==> config.mk <==
export PLATFORM = sky130hd
export DESIGN_NAME = csv_row_split_type_infer
export DESIGN_NICKNAME = d
export VERILOG_FILES = /design/src/rtl/csvrs_pkg.sv /design/src/rtl/csvrs_core.sv /design/src/rtl/csv_row_split_type_infer.sv
export SDC_FILE = /design/constraint.sdc
export NUM_CORES = 1
export LEC_CHECK = 0
export BUFFER_PORTS_ARGS = -buffer_cell sky130_fd_sc_hd__buf_2
export CAP_MARGIN = 10
export CORE_MARGIN = 2
export CORE_UTILIZATION = 55
export CTS_BUF_LIST = sky130_fd_sc_hd__clkbuf_16
export DETAILED_ROUTE_END_ITERATION = 7
export PLACE_DENSITY = 0.85
export SLEW_MARGIN = 10
export SYNTH_ARGS = -nofsm -noshare
export SYNTH_HDL_FRONTEND = slang
export SYNTH_SLANG_ARGS = --single-unit
==> constraint.sdc <==
create_clock -name clock -period 6.07 [get_ports clock]
set_clock_uncertainty 0.1 [all_clocks]
set_input_delay 0.607 -clock clock [delete_from_list [all_inputs] [get_ports clock]]
set_output_delay 0.607 -clock clock [all_outputs]
set_load 0.01 [all_outputs]
==> src/rtl/csvrs_pkg.sv <==
// ----------------------------------------------------------------------------
// csvrs_pkg
// Shared types and constants for the CSV row splitter with type inference.
// ----------------------------------------------------------------------------
package csvrs_pkg;

   localparam int MAX_COLUMNS_DEF = 32;

   localparam int BYTE_W = 8;
   localparam int COL_W  = 6;
   localparam int MASK_W = 32;
   localparam int ROWS_W = 16;
   localparam int STAT_W = 2;
   localparam int RSP_W  = STAT_W + COL_W + MASK_W + ROWS_W;

   typedef logic [BYTE_W-1:0] byte_type;
   typedef logic [COL_W-1:0]  col_type;
   typedef logic [MASK_W-1:0] mask_type;
   typedef logic [ROWS_W-1:0] rows_type;

   typedef enum logic [STAT_W-1:0] {
      ST_ACCEPT   = 2'd0,
      ST_MISMATCH = 2'd1,
      ST_OVERFLOW = 2'd2,
      ST_END      = 2'd3
   } status_type;

   // Character codes
   localparam byte_type CH_TAB    = 8'h09;
   localparam byte_type CH_LF     = 8'h0a;
   localparam byte_type CH_CR     = 8'h0d;
   localparam byte_type CH_SPACE  = 8'h20;
   localparam byte_type CH_QUOTE  = 8'h22;
   localparam byte_type CH_COMMA  = 8'h2c;
   localparam byte_type CH_MINUS  = 8'h2d;
   localparam byte_type CH_PERIOD = 8'h2e;
   localparam byte_type CH_ZERO   = 8'h30;
   localparam byte_type CH_NINE   = 8'h39;

   typedef struct packed {
      status_type status;
      col_type    field_count;
      mask_type   column_string_mask;
      rows_type   rows_accepted;
   } rsp_type;

   typedef struct packed {
      logic res_valid;   // a row closed on this step
      logic halted;      // state before this step
   } core_stat_type;

endpackage

==> src/rtl/csvrs_core.sv <==
// ----------------------------------------------------------------------------
// csvrs_core
// Per-byte tokenizer and field classifier; closes rows and builds the result.
// ----------------------------------------------------------------------------
module csvrs_core #(
   parameter int MAX_COLUMNS = csvrs_pkg::MAX_COLUMNS_DEF
) (
   input  logic                     clock,
   input  logic                     reset,
   input  logic                     step,
   input  csvrs_pkg::byte_type      char_byte,
   input  logic                     end_of_stream,
   input  csvrs_pkg::col_type       expected_columns,
   output csvrs_pkg::core_stat_type stat,
   output csvrs_pkg::rsp_type       res
);

   localparam int CW   = $clog2(MAX_COLUMNS + 3);
   localparam int CMPW = (CW > csvrs_pkg::COL_W) ? CW : csvrs_pkg::COL_W;

   typedef logic [CW-1:0]   cnt_type;
   typedef logic [CMPW-1:0] cmp_type;

   csvrs_pkg::mask_type col_mask_ff, col_mask_in;
   csvrs_pkg::mask_type row_mask_ff, row_mask_in;
   csvrs_pkg::rows_type rows_ff, rows_in;
   cnt_type             idx_ff, idx_in;
   logic in_q_ff, in_q_in;
   logic started_ff, started_in;
   logic opened_ff, opened_in;
   logic hquote_ff, hquote_in;
   logic hspace_ff, hspace_in;
   logic period_ff, period_in;
   logic fnn_ff, fnn_in;
   logic has_bytes_ff, has_bytes_in;
   logic last_comma_ff, last_comma_in;
   logic halted_ff, halted_in;

   logic                is_digit, is_other_space, is_quote, is_space, row_end;
   csvrs_pkg::mask_type field_bit;
   cnt_type             count, fc;

   assign is_digit       = char_byte inside {[csvrs_pkg::CH_ZERO:csvrs_pkg::CH_NINE]};
   assign is_other_space = char_byte inside {[csvrs_pkg::CH_TAB:csvrs_pkg::CH_CR]};
   assign is_quote       = (char_byte == csvrs_pkg::CH_QUOTE);
   assign is_space       = (char_byte == csvrs_pkg::CH_SPACE);
   assign row_end        = end_of_stream || (char_byte == csvrs_pkg::CH_LF);

   // String bit of the field being closed; columns past the mask width fall off
   assign field_bit = fnn_ff ? (csvrs_pkg::mask_type'(1) << idx_ff) : '0;

   assign count = cnt_type'(idx_ff + cnt_type'(1) + cnt_type'(last_comma_ff && in_q_ff));
   assign fc    = (count > cnt_type'(MAX_COLUMNS)) ? cnt_type'(MAX_COLUMNS) : count;

   always_comb begin
      col_mask_in   = col_mask_ff;
      row_mask_in   = row_mask_ff;
      rows_in       = rows_ff;
      idx_in        = idx_ff;
      in_q_in       = in_q_ff;
      started_in    = started_ff;
      opened_in     = opened_ff;
      hquote_in     = hquote_ff;
      hspace_in     = hspace_ff;
      period_in     = period_ff;
      fnn_in        = fnn_ff;
      has_bytes_in  = has_bytes_ff;
      last_comma_in = last_comma_ff;
      halted_in     = halted_ff;
      stat.res_valid = 1'b0;
      stat.halted    = halted_ff;
      res.status             = csvrs_pkg::ST_ACCEPT;
      res.field_count        = '0;
      res.column_string_mask = col_mask_ff;
      res.rows_accepted      = rows_ff;

      if (step && !halted_ff) begin
         if (!row_end) begin
            has_bytes_in  = 1'b1;
            last_comma_in = (char_byte == csvrs_pkg::CH_COMMA);
            if (is_quote) begin
               in_q_in = !in_q_ff;
            end
            if ((char_byte == csvrs_pkg::CH_COMMA) && !in_q_ff) begin
               // field separator
               row_mask_in = row_mask_ff | field_bit;
               started_in  = 1'b0;
               opened_in   = 1'b0;
               hquote_in   = 1'b0;
               hspace_in   = 1'b0;
               period_in   = 1'b0;
               fnn_in      = 1'b0;
               if (idx_ff < cnt_type'(MAX_COLUMNS)) begin
                  idx_in = cnt_type'(idx_ff + cnt_type'(1));
               end
            end else begin
               // a held closing quote turned out to be inner text
               if (hquote_ff) begin
                  hquote_in = 1'b0;
                  hspace_in = 1'b0;
                  fnn_in    = 1'b1;
               end
               if (!started_ff && (is_quote || is_space)) begin
                  if (is_quote) begin
                     opened_in = 1'b1;
                  end
               end else if (is_quote && opened_ff) begin
                  hquote_in = 1'b1;
               end else if (is_space) begin
                  hspace_in = 1'b1;
               end else if (is_other_space) begin
                  // dropped
               end else if (started_ff) begin
                  if (hspace_in) begin
                     fnn_in = 1'b1;
                  end
                  hspace_in = 1'b0;
                  if (is_digit) begin
                     // stays numeric
                  end else if ((char_byte == csvrs_pkg::CH_PERIOD) && !period_ff) begin
                     period_in = 1'b1;
                  end else begin
                     fnn_in = 1'b1;
                  end
               end else begin
                  started_in = 1'b1;
                  if (is_digit || (char_byte == csvrs_pkg::CH_MINUS)) begin
                     // numeric start
                  end else if (char_byte == csvrs_pkg::CH_PERIOD) begin
                     period_in = 1'b1;
                  end else begin
                     fnn_in = 1'b1;
                  end
               end
            end
         end else if (!has_bytes_ff) begin
            // empty line: end of data
            stat.res_valid = 1'b1;
            halted_in      = 1'b1;
            res.status     = csvrs_pkg::ST_END;
         end else begin
            stat.res_valid  = 1'b1;
            res.field_count = csvrs_pkg::col_type'(fc);
            if (count > cnt_type'(MAX_COLUMNS)) begin
               res.status = csvrs_pkg::ST_OVERFLOW;
               halted_in  = 1'b1;
            end else if (cmp_type'(count) != cmp_type'(expected_columns)) begin
               res.status = csvrs_pkg::ST_MISMATCH;
               halted_in  = 1'b1;
            end else begin
               col_mask_in = col_mask_ff | row_mask_ff | field_bit;
               if (rows_ff != '1) begin
                  rows_in = csvrs_pkg::rows_type'(rows_ff + csvrs_pkg::rows_type'(1));
               end
            end
            res.column_string_mask = col_mask_in;
            res.rows_accepted      = rows_in;
            row_mask_in   = '0;
            idx_in        = '0;
            in_q_in       = 1'b0;
            started_in    = 1'b0;
            opened_in     = 1'b0;
            hquote_in     = 1'b0;
            hspace_in     = 1'b0;
            period_in     = 1'b0;
            fnn_in        = 1'b0;
            has_bytes_in  = 1'b0;
            last_comma_in = 1'b0;
         end
      end
   end

   always_ff @(posedge clock) begin
      if (reset) begin
         col_mask_ff   <= '0;
         row_mask_ff   <= '0;
         rows_ff       <= '0;
         idx_ff        <= '0;
         in_q_ff       <= 1'b0;
         started_ff    <= 1'b0;
         opened_ff     <= 1'b0;
         hquote_ff     <= 1'b0;
         hspace_ff     <= 1'b0;
         period_ff     <= 1'b0;
         fnn_ff        <= 1'b0;
         has_bytes_ff  <= 1'b0;
         last_comma_ff <= 1'b0;
         halted_ff     <= 1'b0;
      end else begin
         col_mask_ff   <= col_mask_in;
         row_mask_ff   <= row_mask_in;
         rows_ff       <= rows_in;
         idx_ff        <= idx_in;
         in_q_ff       <= in_q_in;
         started_ff    <= started_in;
         opened_ff     <= opened_in;
         hquote_ff     <= hquote_in;
         hspace_ff     <= hspace_in;
         period_ff     <= period_in;
         fnn_ff        <= fnn_in;
         has_bytes_ff  <= has_bytes_in;
         last_comma_ff <= last_comma_in;
         halted_ff     <= halted_in;
      end
   end

endmodule

==> src/rtl/csv_row_split_type_infer.sv <==
// ----------------------------------------------------------------------------
// csv_row_split_type_infer
// CSV field tokenizer with per-column numeric/string type inference.
// ----------------------------------------------------------------------------
// Usage:
//  - req_ stream carries one CSV text byte per transaction in req_tdata;
//    req_tlast marks end of stream (byte ignored, closes any pending row).
//  - rsp_ stream returns one transaction per closed row (newline or end of
//    stream): status, field count, accumulated column string mask, row count.
//    Bytes that do not close a row produce no transaction.
//  - csr_ port writes expected_columns (resets to 1); write it only while idle.
//  - Result path: the closing byte's transaction fills the input register,
//    then tokenizer logic writes the result register that drives rsp_tvalid.
//  - Throughput: one byte per cycle while the receiver keeps up; set by the
//    single tokenizer step between input and result registers.
//  - Reset clears the column mask, row counter, tokenizer state and halt flag.
//  - After status 1, 2 or 3 the block halts: bytes are still taken, dropped.
//  - If the receiver stalls with a result pending, the input register keeps
//    its byte and req_tready drops once it is full.
// ----------------------------------------------------------------------------
module csv_row_split_type_infer #(
   parameter int MAX_COLUMNS = csvrs_pkg::MAX_COLUMNS_DEF
) (
   input  logic                        clock,
   input  logic                        reset,
   // byte input
   input  logic                        req_tvalid,
   output logic                        req_tready,
   input  logic [csvrs_pkg::BYTE_W-1:0] req_tdata,  // [7:0] char_byte
   input  logic                        req_tlast,  // end_of_stream
   // row result
   output logic                        rsp_tvalid,
   input  logic                        rsp_tready,
   // [1:0] status, [7:2] field_count, [39:8] column_string_mask,
   // [55:40] rows_accepted
   output logic [csvrs_pkg::RSP_W-1:0]  rsp_tdata,
   // configuration
   input  logic                        csr_valid,
   output logic                        csr_ready,
   input  logic [csvrs_pkg::COL_W-1:0]  csr_data    // expected_columns
);

   // input register
   logic                s1_valid_ff, s1_valid_in;
   csvrs_pkg::byte_type s1_byte_ff;
   logic                s1_eos_ff;
   logic                s1_adv;

   // result register
   logic                rsp_valid_ff, rsp_valid_in;
   csvrs_pkg::rsp_type  rsp_data_ff;
   logic                out_free;

   csvrs_pkg::col_type  exp_cols_ff;

   csvrs_pkg::core_stat_type core_stat;
   csvrs_pkg::rsp_type       core_res;

   // The result register can take a new row when empty or being drained.
   assign out_free   = !rsp_valid_ff || rsp_tready;
   assign s1_adv     = s1_valid_ff && out_free;
   assign req_tready = !s1_valid_ff || out_free;
   assign csr_ready  = 1'b1;

   assign s1_valid_in  = (req_tvalid && req_tready) || (s1_valid_ff && !s1_adv);
   assign rsp_valid_in = core_stat.res_valid || (rsp_valid_ff && !rsp_tready);

   csvrs_core #(
      .MAX_COLUMNS(MAX_COLUMNS)
   ) u_core (
      .clock            (clock),
      .reset            (reset),
      .step             (s1_adv),
      .char_byte        (s1_byte_ff),
      .end_of_stream    (s1_eos_ff),
      .expected_columns (exp_cols_ff),
      .stat             (core_stat),
      .res              (core_res)
   );

   // control
   always_ff @(posedge clock) begin
      if (reset) begin
         s1_valid_ff  <= 1'b0;
         rsp_valid_ff <= 1'b0;
         exp_cols_ff  <= csvrs_pkg::col_type'(1);
      end else begin
         s1_valid_ff  <= s1_valid_in;
         rsp_valid_ff <= rsp_valid_in;
         if (csr_valid && csr_ready) begin
            exp_cols_ff <= csr_data;
         end
      end
   end

   // payload
   always_ff @(posedge clock) begin
      if (req_tvalid && req_tready) begin
         s1_byte_ff <= req_tdata;
         s1_eos_ff  <= req_tlast;
      end
      if (core_stat.res_valid) begin
         rsp_data_ff <= core_res;
      end
   end

   assign rsp_tvalid = rsp_valid_ff;
   assign rsp_tdata  = {rsp_data_ff.rows_accepted,
                        rsp_data_ff.column_string_mask,
                        rsp_data_ff.field_count,
                        rsp_data_ff.status};

   // ------------------------------------------------------------------------
   // Assertions
   // ------------------------------------------------------------------------

   // A halted tokenizer never closes another row.
   a_no_result_when_halted : assert property (@(posedge clock) disable iff (reset)
      core_stat.halted |-> !core_stat.res_valid)
      else $error("result produced while halted");

   // A row only closes when the result register has room for it.
   a_result_has_room : assert property (@(posedge clock) disable iff (reset)
      core_stat.res_valid |-> out_free)
      else $error("row closed with result register full");

   // A buffered byte that could not advance is still held next cycle.
   a_byte_not_lost : assert property (@(posedge clock) disable iff (reset)
      s1_valid_ff && !s1_adv |=> s1_valid_ff && $stable(s1_byte_ff))
      else $error("buffered byte lost under stall");

   // End of data always reports zero fields.
   a_end_zero_fields : assert property (@(posedge clock) disable iff (reset)
      rsp_valid_ff && (rsp_data_ff.status == csvrs_pkg::ST_END)
         |-> (rsp_data_ff.field_count == '0))
      else $error("end-of-data result with nonzero field count");

endmodule

Word level (Yosys, flattened, before mapping)
Cells that the tools add are included.
{"block": "op_classes", "n_lt_le_gt_ge": 6, "shift": 1, "n_bitwise": 6, "n_eq_ne": 17, "reduce_logical": 44, "mux": 79, "addsub": 3}
{"op": "$mux W32", "n": 6}
{"op": "$mux W48", "n": 3}
{"op": "$or A32 B32 Y32", "n": 3}
{"op": "$mux W1", "n": 60}
{"op": "$mux W16", "n": 3}
{"op": "$eq A8 B6 Y1 const B", "n": 5}
{"op": "$shl A1 B6 Y32 const A", "n": 1}
{"op": "$mux W6", "n": 5}
{"op": "$add A16 B1 Y16 const B", "n": 1}
{"op": "$ne A16 B16 Y1 const B", "n": 1}
{"op": "$logic_and A1 B1 Y1", "n": 12}
{"op": "$reduce_and A3 Y1", "n": 4}
{"op": "$reduce_and A10 Y1", "n": 1}
{"op": "$ne A3 B3 Y1 const B", "n": 3}
{"op": "$eq A8 B4 Y1 const B", "n": 1}
{"op": "$ge A8 B4 Y1 const B", "n": 1}
{"op": "$ge A8 B6 Y1 const B", "n": 1}
{"op": "$le A8 B4 Y1 const B", "n": 1}
{"op": "$le A8 B6 Y1 const B", "n": 1}
{"op": "$logic_not A1 Y1", "n": 8}
{"op": "$ne A4 B4 Y1 const B", "n": 2}
{"op": "$reduce_and A4 Y1", "n": 2}
{"op": "$logic_or A1 B1 Y1", "n": 7}
{"op": "$add A6 B1 Y6", "n": 1}
{"op": "other kinds (15)", "n": 23}
{"block": "totals", "regBits": 169, "wordCells": 180, "input_bits": 20}

Longest topological paths before layout
Gate-level depths: netlist of run 1.
{"block": "logic_depth", "word_depth": 15, "ltp_mapped": 12}

Cells and area by module
From an unflattened synthesis of run 1, not the netlist that was laid out.
{"block": "unflattened", "hier_cells": 669, "area_unflattened_um2": 7103.1}
{"mod": "csvrs_core", "cells_each": 572, "area_per_inst_um2": 4833.4, "n_inst": 1}
{"mod": "csv_row_split_type_infer", "cells_each": 97, "area_per_inst_um2": 2269.7, "n_inst": 1}

Worst setup path before layout of run 1
No wires, ideal clock.
{"block": "synth_path", "path_type": "reg2reg", "start": "reg u_core.idx_ff[0]", "end": "reg u_core.rows_ff[7]", "setup_ns": 0.121, "synth_period_minus_slack_ns": 3.077, "t_arrival_ns": 2.856, "path_stages_with_launch": 10, "path_slack_ns": 2.993, "path_buffers": 0, "path_cell_list": "dfxtp_1 ha_1 ha_1 nand3b_1 xnor3_1 mux2_2 nor2b_4 nand4_4 nor4_4 mux2_2"}
{"block": "synth_via", "elab_chain_len": 5}
{"element": "start, declared", "line": "csvrs_core.sv:27", "text": "cnt_type idx_ff, idx_in;"}
{"element": "start signal, assigned", "line": "csvrs_core.sv:193", "text": "idx_ff <= idx_in;"}
{"element": "$add A6 B1 Y6 * (2 in a row)", "line": "csvrs_core.sv:52", "text": "assign count = cnt_type'(idx_ff + cnt_type'(1) + cnt_type'(last_comma_ff && in_q_ff));"}
{"element": "parallel branches: the longest is 2 deep, another holds $gt A6 B6 Y1"}
{"element": "$mux W16 *", "line": "csvrs_core.sv:144", "text": "if (count > cnt_type'(MAX_COLUMNS)) begin"}
{"element": "end signal, assigned", "line": "csvrs_core.sv:192", "text": "rows_ff <= rows_in;"}
{"element": "end, declared", "line": "csvrs_core.sv:26", "text": "csvrs_pkg::rows_type rows_ff, rows_in;"}
Mark *: on every way between the ends.
A chain may end at the register's enable or synchronous reset.

Worst setup path in the final report of run 1
{"block": "layout_path", "start": "reg u_core.idx_ff[2]", "end": "reg u_core.rows_ff[2]"}
Same word-level chain as after synthesis.

==> results of run 1 <==
metal layers:
layer,global-route usage [%],routed length (µm)
met5,0,0
met4,9.789,415
met3,5.766,696
met2,36.04,7023
met1,27.16,6313
cell families after synthesis:
| family | Yosys count | synth area share [%] |
|---|---|---|
| simple gates | 241 | 19.17 |
| fa+ha+maj | 9 | 1.590 |
| buf+inv | 44 | 2.703 |
| xor+xnor | 23 | 3.939 |
| compound gates | 148 | 13.32 |
| mux | 15 | 2.279 |
| other cells | 1 | 0.05294 |
| flops | 169 | 56.95 |
worst max-delay path: stages (launching register included):
cell and delay (ns):
dfxtp_1 0.54, inv_1 0.18, ha_1 0.48, xnor3_1 0.39, nor4b_1 0.33, mux2_2 0.23, nor2b_4 0.21, nand4_4 0.51
or4_1 0.73, a21oi_1 0.19
placed cells by master, fill, tap and decap left out, types with 4 or more instances in the layout:
master / n
dfxtp_1: 104
buf_2: 77
nor2_1: 76
edfxtp_1: 65
a21oi_1: 64
nor2b_1: 47
o21bai_1: 33
nand2_1: 26
clkbuf_16: 17
a22o_1: 15
inv_1: 14
nor3_1: 13
nand3_1: 12
a31oi_1: 11
o21ai_0: 10
xor2_1: 10
and3_1: 9
mux2_2: 9
ha_1: 9
and2_1: 8
xnor2_1: 6
mux2i_1: 6
nor3b_1: 5
nor3_2: 5
nand3b_1: 4
xnor3_1: 4
nand4_1: 4
area by class of cell:
type                            instances  share of cell area, %
Clock buffer                           17                  5.272
Clock inverter                         15                  1.225
Inverter                               10                 0.4652
Multi-Input combinational cell        437                  35.42
Sequential cell                       169                  49.99
Tap cell                              172                  2.667
Timing Repair Buffer                   79                  4.962
through the flow:
stage | hold slack (ns) | total power, mW | std cells | area, µm² | utilization, %
floorplan | 0.3318 | 1.267 | 650 | 7083 | -
CTS | 0.2418 | 2.242 | 899 | 8069 | 63.94
global placement | 0.3488 | 1.285 | 867 | 7545 | 59.79
detailed placement | 0.3587 | 1.289 | 867 | 7545 | 59.79
finish | 0.2540 | 2.232 | 899 | 8069 | 63.94
global route | 0.2395 | 2.306 | 899 | 8069 | 63.94
sequential cells by signal, summed over array words and instances, names as in the netlist, 6 cells and up:
signal and flops:
exp_cols_ff 6, rsp_tdata 56, s1_byte_ff 8, u_core.col_mask_ff 32, u_core.idx_ff 6, u_core.row_mask_ff 32
u_core.rows_ff 16
power breakdown:
group          internal, mW  switching (mW)  total (mW)
Combinational        0.0239          0.0446      0.0685
Sequential             1.19         0.00960        1.20
Clock                 0.549           0.418       0.968
worst paths after layout:
| path | endpoint | startpoint | slack, ns | cells after the start |
|---|---|---|---|---|
| worst max register to register | u_core.rows_ff[2]$_SDFFE_PP0P_ | u_core.idx_ff[2]$_SDFFE_PP0P_ | 2.09 | 9 |
| worst min register to register | u_core.row_mask_ff[23]$_SDFFE_PP0P_ | u_core.row_mask_ff[23]$_SDFFE_PP0P_ | 0.37 | 2 |
| worst max-delay path | u_core.rows_ff[2]$_SDFFE_PP0P_ | u_core.idx_ff[2]$_SDFFE_PP0P_ | 2.09 | 9 |
| worst min-delay path | s1_byte_ff[4]$_DFFE_PP_ | req_tdata[4] | 0.25 | 1 |
==> out/metrics.cfg, run 1 <==
[run_status]
outcome = completed

[die]
core_um2 = 12620
dieWidth_um = 117.5
io_pins = 79
die_h_um = 117.5
rows = 41
start_util_pct = 56.13
dieArea_um2 = 13800

[setup_path]
crit_required_ns = 6.31
startpoint_type = flip-flop
critPathArrivalTime_ns = 4.22
critPathCaptureType = flip-flop
worstSetupPathType = reg -> reg
critical_path_peak_fanout = 36

[logic_synthesis]
synth_area_um2 = 7083
seq_area_frac_synth_pct = 56.95
synth_top_area_cell = dfxtp_1
postSynthCellCount = 650
synth_top_area_share_pct = 29.39
synth-edff-count = 65
ys_warn_count = 0
synth_nets = 679
avgSynthCellArea_um2 = 10.90
synth_common_cells = dfxtp_1 (104), nor2_1 (76), edfxtp_1 (65)
async_flop_share_pct = 0
synth_area_leaders = dfxtp_1 (29%), edfxtp_1 (28%), a21oi_1 (4.5%), nor2b_1 (4.2%), nor2_1 (4.0%)
ys_types = 67
synth-seq-cells = 169
synth_ff_type = dfxtp_1
synth.most_common_cell = dfxtp_1

[sta]
slew_headroom_pct = 28.69
hold_viol = 0
finalSetupViolCount = 0
fmax_mhz = 251.5
fin_crit_ns = 3.976
rsz0062_at_grt = no
min_period_over_period_pct = 65.50
worst_slew_pin_slew_ns = 1.066
setup_slack_ns = 2.094
slew_violations = 0
tns_ns = 0

[drt]
route.vias.total = 5065
firstDrtPassIters = 5
drc_errors = 0
initialDrtViolationCount = 372
routed_wl_um = 14450
wl_per_cell_um = 16.07
antenna_left = 0
vias_per_cell = 5.634

[grt]
grt_overflow = 0
antenna_found_initial = 0
grtUsageTotal_pct = 21.88
grt_pass1_vias = 5001
grt_pass1_wl_um = 24370
grt_max_degree = 78

[clock_tree]
post_cts_buffers = 0
clk_path_buf_depth = 2
clk_pin_slew_ns = 0.06
clk_latency_ns = 0.43
clkSinkCount = 169
cts-hold-fix-buffers = 0
ctsResizeCount = 0
root_buffer = clkbuf_16
numCtsBuffers = 17
h-tree-depth = 4
cts_tree = built

[flow_run]
maxCapViolations = 0

[finish]
syn_to_final_growth_pct = 13.92
multi_input_area_um2 = 2858
fillCellCount = 987
antennaDiodeCount = 0
final_net_count = 743
area.sequential_um2 = 4034
layout-drive-gt1-share_pct = 18.43

[min_path]
hold_class = in -> reg

[placement]
portBuffers = 77
dp_hpwl_um = 9578
post-place-ws_ns = 2.175
gp_congestion = 0.8698

[pwr]
p_leak_nw = 3.224
peakVddDrop_mv = 0.1607
power_density_nw_per_um2 = 276.6

No activity file was read; power rests on OpenSTA's default activity.
==> inputs of run 2 (changes only) <==
==> constraint.sdc (replaced) <==
create_clock -name clock -period 4 [get_ports clock]
set_clock_uncertainty 0.1 [all_clocks]
set_input_delay 0.4 -clock clock [delete_from_list [all_inputs] [get_ports clock]]
set_output_delay 0.4 -clock clock [all_outputs]
set_load 0.01 [all_outputs]
==> run 2 against run 1 <==
Routed wire length is 2.3% higher. Sequential share of layout area is 0.52 points lower. Non-clock buffer count is 3 higher. Worst setup slack worse by 1.8 ns. Via count is 1.8% higher. Largest cell class unchanged.
==> out/metrics.cfg, run 2 (synthesis gave the netlist of run 1 again) <==
[placement]
post-place-ws_ns = 0.3873
dp_hpwl_um = 9811
portBuffers = 77
gp_congestion = 0.8700
dpl.cell_count = 870

[finish]
area.sequential_um2 = 4034
fin_cells = 902
final_net_count = 746
layout_common_cells = dfxtp_1 (104), buf_2 (77), nor2_1 (76)
post-route-util_pct = 64.61
multi_input_area_um2 = 2858
layout-drive-gt1-share_pct = 19.18
syn_to_final_growth_pct = 15.12
layout_commonest_cell = dfxtp_1
fillCellCount = 979
largest_reg_flops = 56
antennaDiodeCount = 0

[run_status]
outcome = completed

[die]
rows = 41
dieArea_um2 = 13800
die_h_um = 117.5
io_pins = 79
dieWidth_um = 117.5
core_um2 = 12620
start_util_pct = 56.13

[setup_path]
slowest_delay_ns = 0.53
cp_top_family = simple AND/OR/NAND/NOR gates
crit_chain = inv_1, ha_1, nand3b_1, xnor3_1, mux2_2, nor2b_4, nand4_2, nor3_1, mux2_2
path_buf_inv = 1
critPathCaptureType = flip-flop
slowest_stage = dfxtp_1
cpMostUsedCell = mux2_2
startpoint_type = flip-flop
worstSetupPathType = reg -> reg
critical_path_peak_fanout = 13
critPathArrivalTime_ns = 3.92
crit_required_ns = 4.22

[drt]
wl_met1_um = 6279
routed_wl_um = 14780
vias_per_cell = 5.714
route.vias.total = 5154
wl_per_cell_um = 16.38
met3_length_um = 676
drc_errors = 0
wl_met2_um = 7387
initialDrtViolationCount = 334
antenna_left = 0
routed.top_layer = met5
firstDrtPassIters = 5

[sta]
setup_slack_ns = 0.2928
slew_headroom_pct = 33.72
worst_slew_pin_slew_ns = 0.9905
slew_violations = 0
fmax_mhz = 269.7
rsz0062_at_grt = no
tns_ns = 0
fin_crit_ns = 3.707
min_period_over_period_pct = 92.68
finalSetupViolCount = 0
hold_viol = 0

[grt]
antenna_found_initial = 1
grt_overflow = 0
grt_pass1_vias = 5135
grt_pass1_wl_um = 24370
grtUsageTotal_pct = 21.98
grt_max_degree = 59

[clock_tree]
h-tree-depth = 4
cts-hold-fix-buffers = 0
root_buffer = clkbuf_16
post_cts_buffers = 0
clk_pin_slew_ns = 0.06
ctsResizeCount = 0
clk_latency_ns = 0.43
clkSinkCount = 169
numCtsBuffers = 17
clk_path_buf_depth = 2
cts_tree = built

[min_path]
hold_class = in -> reg

[pwr]
peakVddDrop_mv = 0.2939
p_leak_nw = 3.264
finalPower_mw = 3.538
power_density_nw_per_um2 = 433.9

[flow_run]
maxCapViolations = 0

-- run 2: cell types whose count changed in the layout (fill, tap and decap cells not counted), sizes merged --
cell      previous run  this run
clkinv               5         6
clkinvlp             3         2
inv                 16        14
bufinv               1         3
buf                 79        82
-- run 2: per-stage QoR --
stage                     instance area [µm²]  hold WS [ns]
after global routing                     8154       0.03700
after CTS                                8154       0.03369
after global placement                   7567        0.3480
final                                    8154       0.04649
after floorplan                          7083        0.3318
after detailed placement                 7567        0.3557
-- run 2: layer usage --
metal  GRT usage (%)  vias to the layer above
met5               0                        -
met4           10.47                        2
met3           4.845                       41
met2           38.23                      174
met1           25.84                     2479
li1                -                     2458
-- run 2: final timing paths --
kind,from,endpoint,slack (ns),cells after the start
worst max register to register,u_core.idx_ff[2]$_SDFFE_PP0P_,u_core.rows_ff[5]$_SDFFE_PP0P_,0.29,9
worst min-delay path,req_tdata[6],s1_byte_ff[6]$_DFFE_PP_,0.05,1
worst min register to register,u_core.row_mask_ff[7]$_SDFFE_PP0P_,u_core.row_mask_ff[7]$_SDFFE_PP0P_,0.37,2
worst max-delay path,u_core.idx_ff[2]$_SDFFE_PP0P_,u_core.rows_ff[5]$_SDFFE_PP0P_,0.29,9
-- run 2: final cells by class --
| type | count | area share (%) |
|---|---|---|
| sequential | 169 | 49.47 |
| multi-input combinational | 437 | 35.05 |
| clock buffer | 17 | 5.217 |
| timing repair buffer | 82 | 5.186 |
| tap | 172 | 2.639 |
| clock inverter | 15 | 1.979 |
| inverter | 10 | 0.4603 |
-- run 2: worst reg2reg max path: stages (launching register included) --
cell and delay, ns:
dfxtp_1 0.53, inv_1 0.18, ha_1 0.41, nand3b_1 0.31, xnor3_1 0.41, mux2_2 0.26, nor2b_4 0.21, nand4_2 0.36
nor3_1 0.44, mux2_2 0.38
-- run 2: power breakdown --
part / total, mW / internal, mW / switching, mW
Sequential: 1.82 / 1.80 / 0.0147
Combinational: 0.107 / 0.0368 / 0.0698
Clock: 1.62 / 0.970 / 0.646
==> inputs of run 3 (changes only) <==
--- a/config.mk
+++ b/config.mk
@@ -8,10 +8,10 @@
 export BUFFER_PORTS_ARGS = -buffer_cell sky130_fd_sc_hd__buf_2
 export CAP_MARGIN = 10
 export CORE_MARGIN = 2
-export CORE_UTILIZATION = 55
+export CORE_UTILIZATION = 45
 export CTS_BUF_LIST = sky130_fd_sc_hd__clkbuf_16
 export DETAILED_ROUTE_END_ITERATION = 7
-export PLACE_DENSITY = 0.85
+export PLACE_DENSITY = 0.73
 export SLEW_MARGIN = 10
 export SYNTH_ARGS = -nofsm -noshare
 export SYNTH_HDL_FRONTEND = slang
==> run 3 against run 2 <==
Cell area rose by 0.84%. Via count is 2.5% lower. Global-route usage decreased by 4.0 points. Routed wire length shrank 3.1%. First-iteration DRC count shrank 28%. Register-to-register slack gained 0.03 ns. Critical path depth did not move. Flip-flop and latch count unchanged. Total power hardly changed. Die area rose by 21%. Cell count is 4.5% higher. Largest cell class unchanged.
==> out/metrics.cfg, run 3 (synthesis gave the netlist of run 1 again) <==
[run_status]
outcome = completed

[sta]
min_period_over_period_pct = 91.86
tns_ns = 0
slew_headroom_pct = 30.14
fmax_mhz = 272.2
rsz0062_at_grt = no
hold_viol = 0
finalSetupViolCount = 0
slew_violations = 0
worst_slew_pin_slew_ns = 1.044
fin_crit_ns = 3.674

[pwr]
p_leak_nw = 3.268
peakVddDrop_mv = 0.2838
power_density_nw_per_um2 = 430.5

[setup_path]
reg2reg_from = u_core.idx_ff[2]$_SDFFE_PP0P_
endpoint = u_core.rows_ff[5]$_SDFFE_PP0P_
crit_required_ns = 4.21
path_buf_inv = 1
cp_top_family = simple AND/OR/NAND/NOR gates
worstSetupPathType = reg -> reg
crit_cells = 9
slowest_delay_ns = 0.52
startpoint = u_core.idx_ff[2]$_SDFFE_PP0P_
critical_path_peak_fanout = 13
crit_chain = inv_1, ha_1, nand3b_1, xnor3_1, mux2_2, nor2b_4, nand4_2, nor3_1, mux2_2
r2r_end = u_core.rows_ff[5]$_SDFFE_PP0P_
startpoint_type = flip-flop
critPathCaptureType = flip-flop
reg2regPathDepth = 9
slowest_stage = dfxtp_1
r2r_setup_slack_ns = 0.33
critPathArrivalTime_ns = 3.89
cpMostUsedCell = mux2_2

[grt]
grtUsageTotal_pct = 18.01
grt_pass1_vias = 4902
grt_pass1_wl_um = 23690
grt_overflow = 0
antenna_found_initial = 1
grt_max_degree = 56

[clock_tree]
cts-hold-fix-buffers = 0
clkSinkCount = 169
clk_path_buf_depth = 2
post_cts_buffers = 0
cts_tree = built
clk_latency_ns = 0.42
ctsResizeCount = 0
numCtsBuffers = 17
clk_pin_slew_ns = 0.06
h-tree-depth = 4
root_buffer = clkbuf_16

[drt]
firstDrtPassIters = 4
routed_wl_um = 14320
route.vias.total = 5023
wl_per_cell_um = 15.19
vias_per_cell = 5.327
drc_errors = 0
antenna_left = 0
initialDrtViolationCount = 241

[die]
io_pins = 79
core_um2 = 15310
rows = 45
die_h_um = 129.5
start_util_pct = 46.25
dieWidth_um = 129.5
dieArea_um2 = 16760

[finish]
syn_to_final_growth_pct = 16.09
fin_area_um2 = 8223
multi_input_area_um2 = 2858
fillCellCount = 1360
area.sequential_um2 = 4034
layout_common_cells = dfxtp_1 (104), buf_2 (77), nor2_1 (76)
layout-drive-gt1-share_pct = 19.56
layout_commonest_cell = dfxtp_1
final_net_count = 747
largest_reg_flops = 56

[placement]
place_area_um2 = 7624
dp_hpwl_um = 10080
gp_congestion = 0.8913
portBuffers = 77

[min_path]
hold_class = in -> reg
holdPathStages = 1

[flow_run]
maxCapViolations = 0

## run 3: cell types whose count changed in the layout (fill, tap and decap cells not counted), sizes merged
cell and change:
bufinv -1, buf +1, diode +1, clkbuf +1
## run 3: layout make-up
class / count / area share [%]
Antenna cell: 1 / 0.03043
Clock buffer: 18 / 5.478
Clock inverter: 14 / 1.780
Inverter: 10 / 0.4565
Multi-Input combinational cell: 437 / 34.75
Sequential cell: 169 / 49.06
Tap cell: 211 / 3.211
Timing Repair Buffer: 83 / 5.234
## run 3: report_power, final
group	internal [mW]	leakage [nW]	switching, mW	total (mW)
clock	0.959	0.292	0.661	1.62
sequential	1.80	1.54	0.0147	1.81
combinational	0.0375	1.44	0.0683	0.106
## run 3: layer usage
metal	vias to the layer above	part of all wire [%]	GRT usage, %
li1	2462	-	-
met1	2402	46	22.80
met2	136	47	29.32
met3	23	5.0	5.161
met4	0	2.2	7.084
met5	-	0	0
## run 3: stage by stage
stage / setup WS, ns / power, mW / std cells / hold WS (ns) / util (%)
after global routing: 0.06638 / 3.649 / 942 / 0.03762 / 53.68
after floorplan: 0.9229 / 1.923 / 650 / 0.3318 / -
after detailed placement: 0.3527 / 1.959 / 910 / 0.3606 / 49.78
final: 0.3257 / 3.540 / 943 / 0.05094 / 53.69
after CTS: 0.3405 / 3.565 / 942 / 0.03607 / 53.68
after global placement: 0.5926 / 1.954 / 910 / 0.3489 / 49.78
## run 3: worst min path at each step
stage,slack [ns],startpoint,to
detailed placement,0.36,u_core.row_mask_ff[12]$_SDFFE_PP0P_,u_core.row_mask_ff[12]$_SDFFE_PP0P_
floorplan,0.33,u_core.period_ff$_SDFFE_PP0P_,u_core.period_ff$_SDFFE_PP0P_
global route,0.04,req_tlast,s1_eos_ff$_DFFE_PP_
global placement,0.35,u_core.row_mask_ff[15]$_SDFFE_PP0P_,u_core.row_mask_ff[15]$_SDFFE_PP0P_
CTS,0.04,req_tdata[4],s1_byte_ff[4]$_DFFE_PP_
finish,0.05,req_tdata[4],s1_byte_ff[4]$_DFFE_PP_
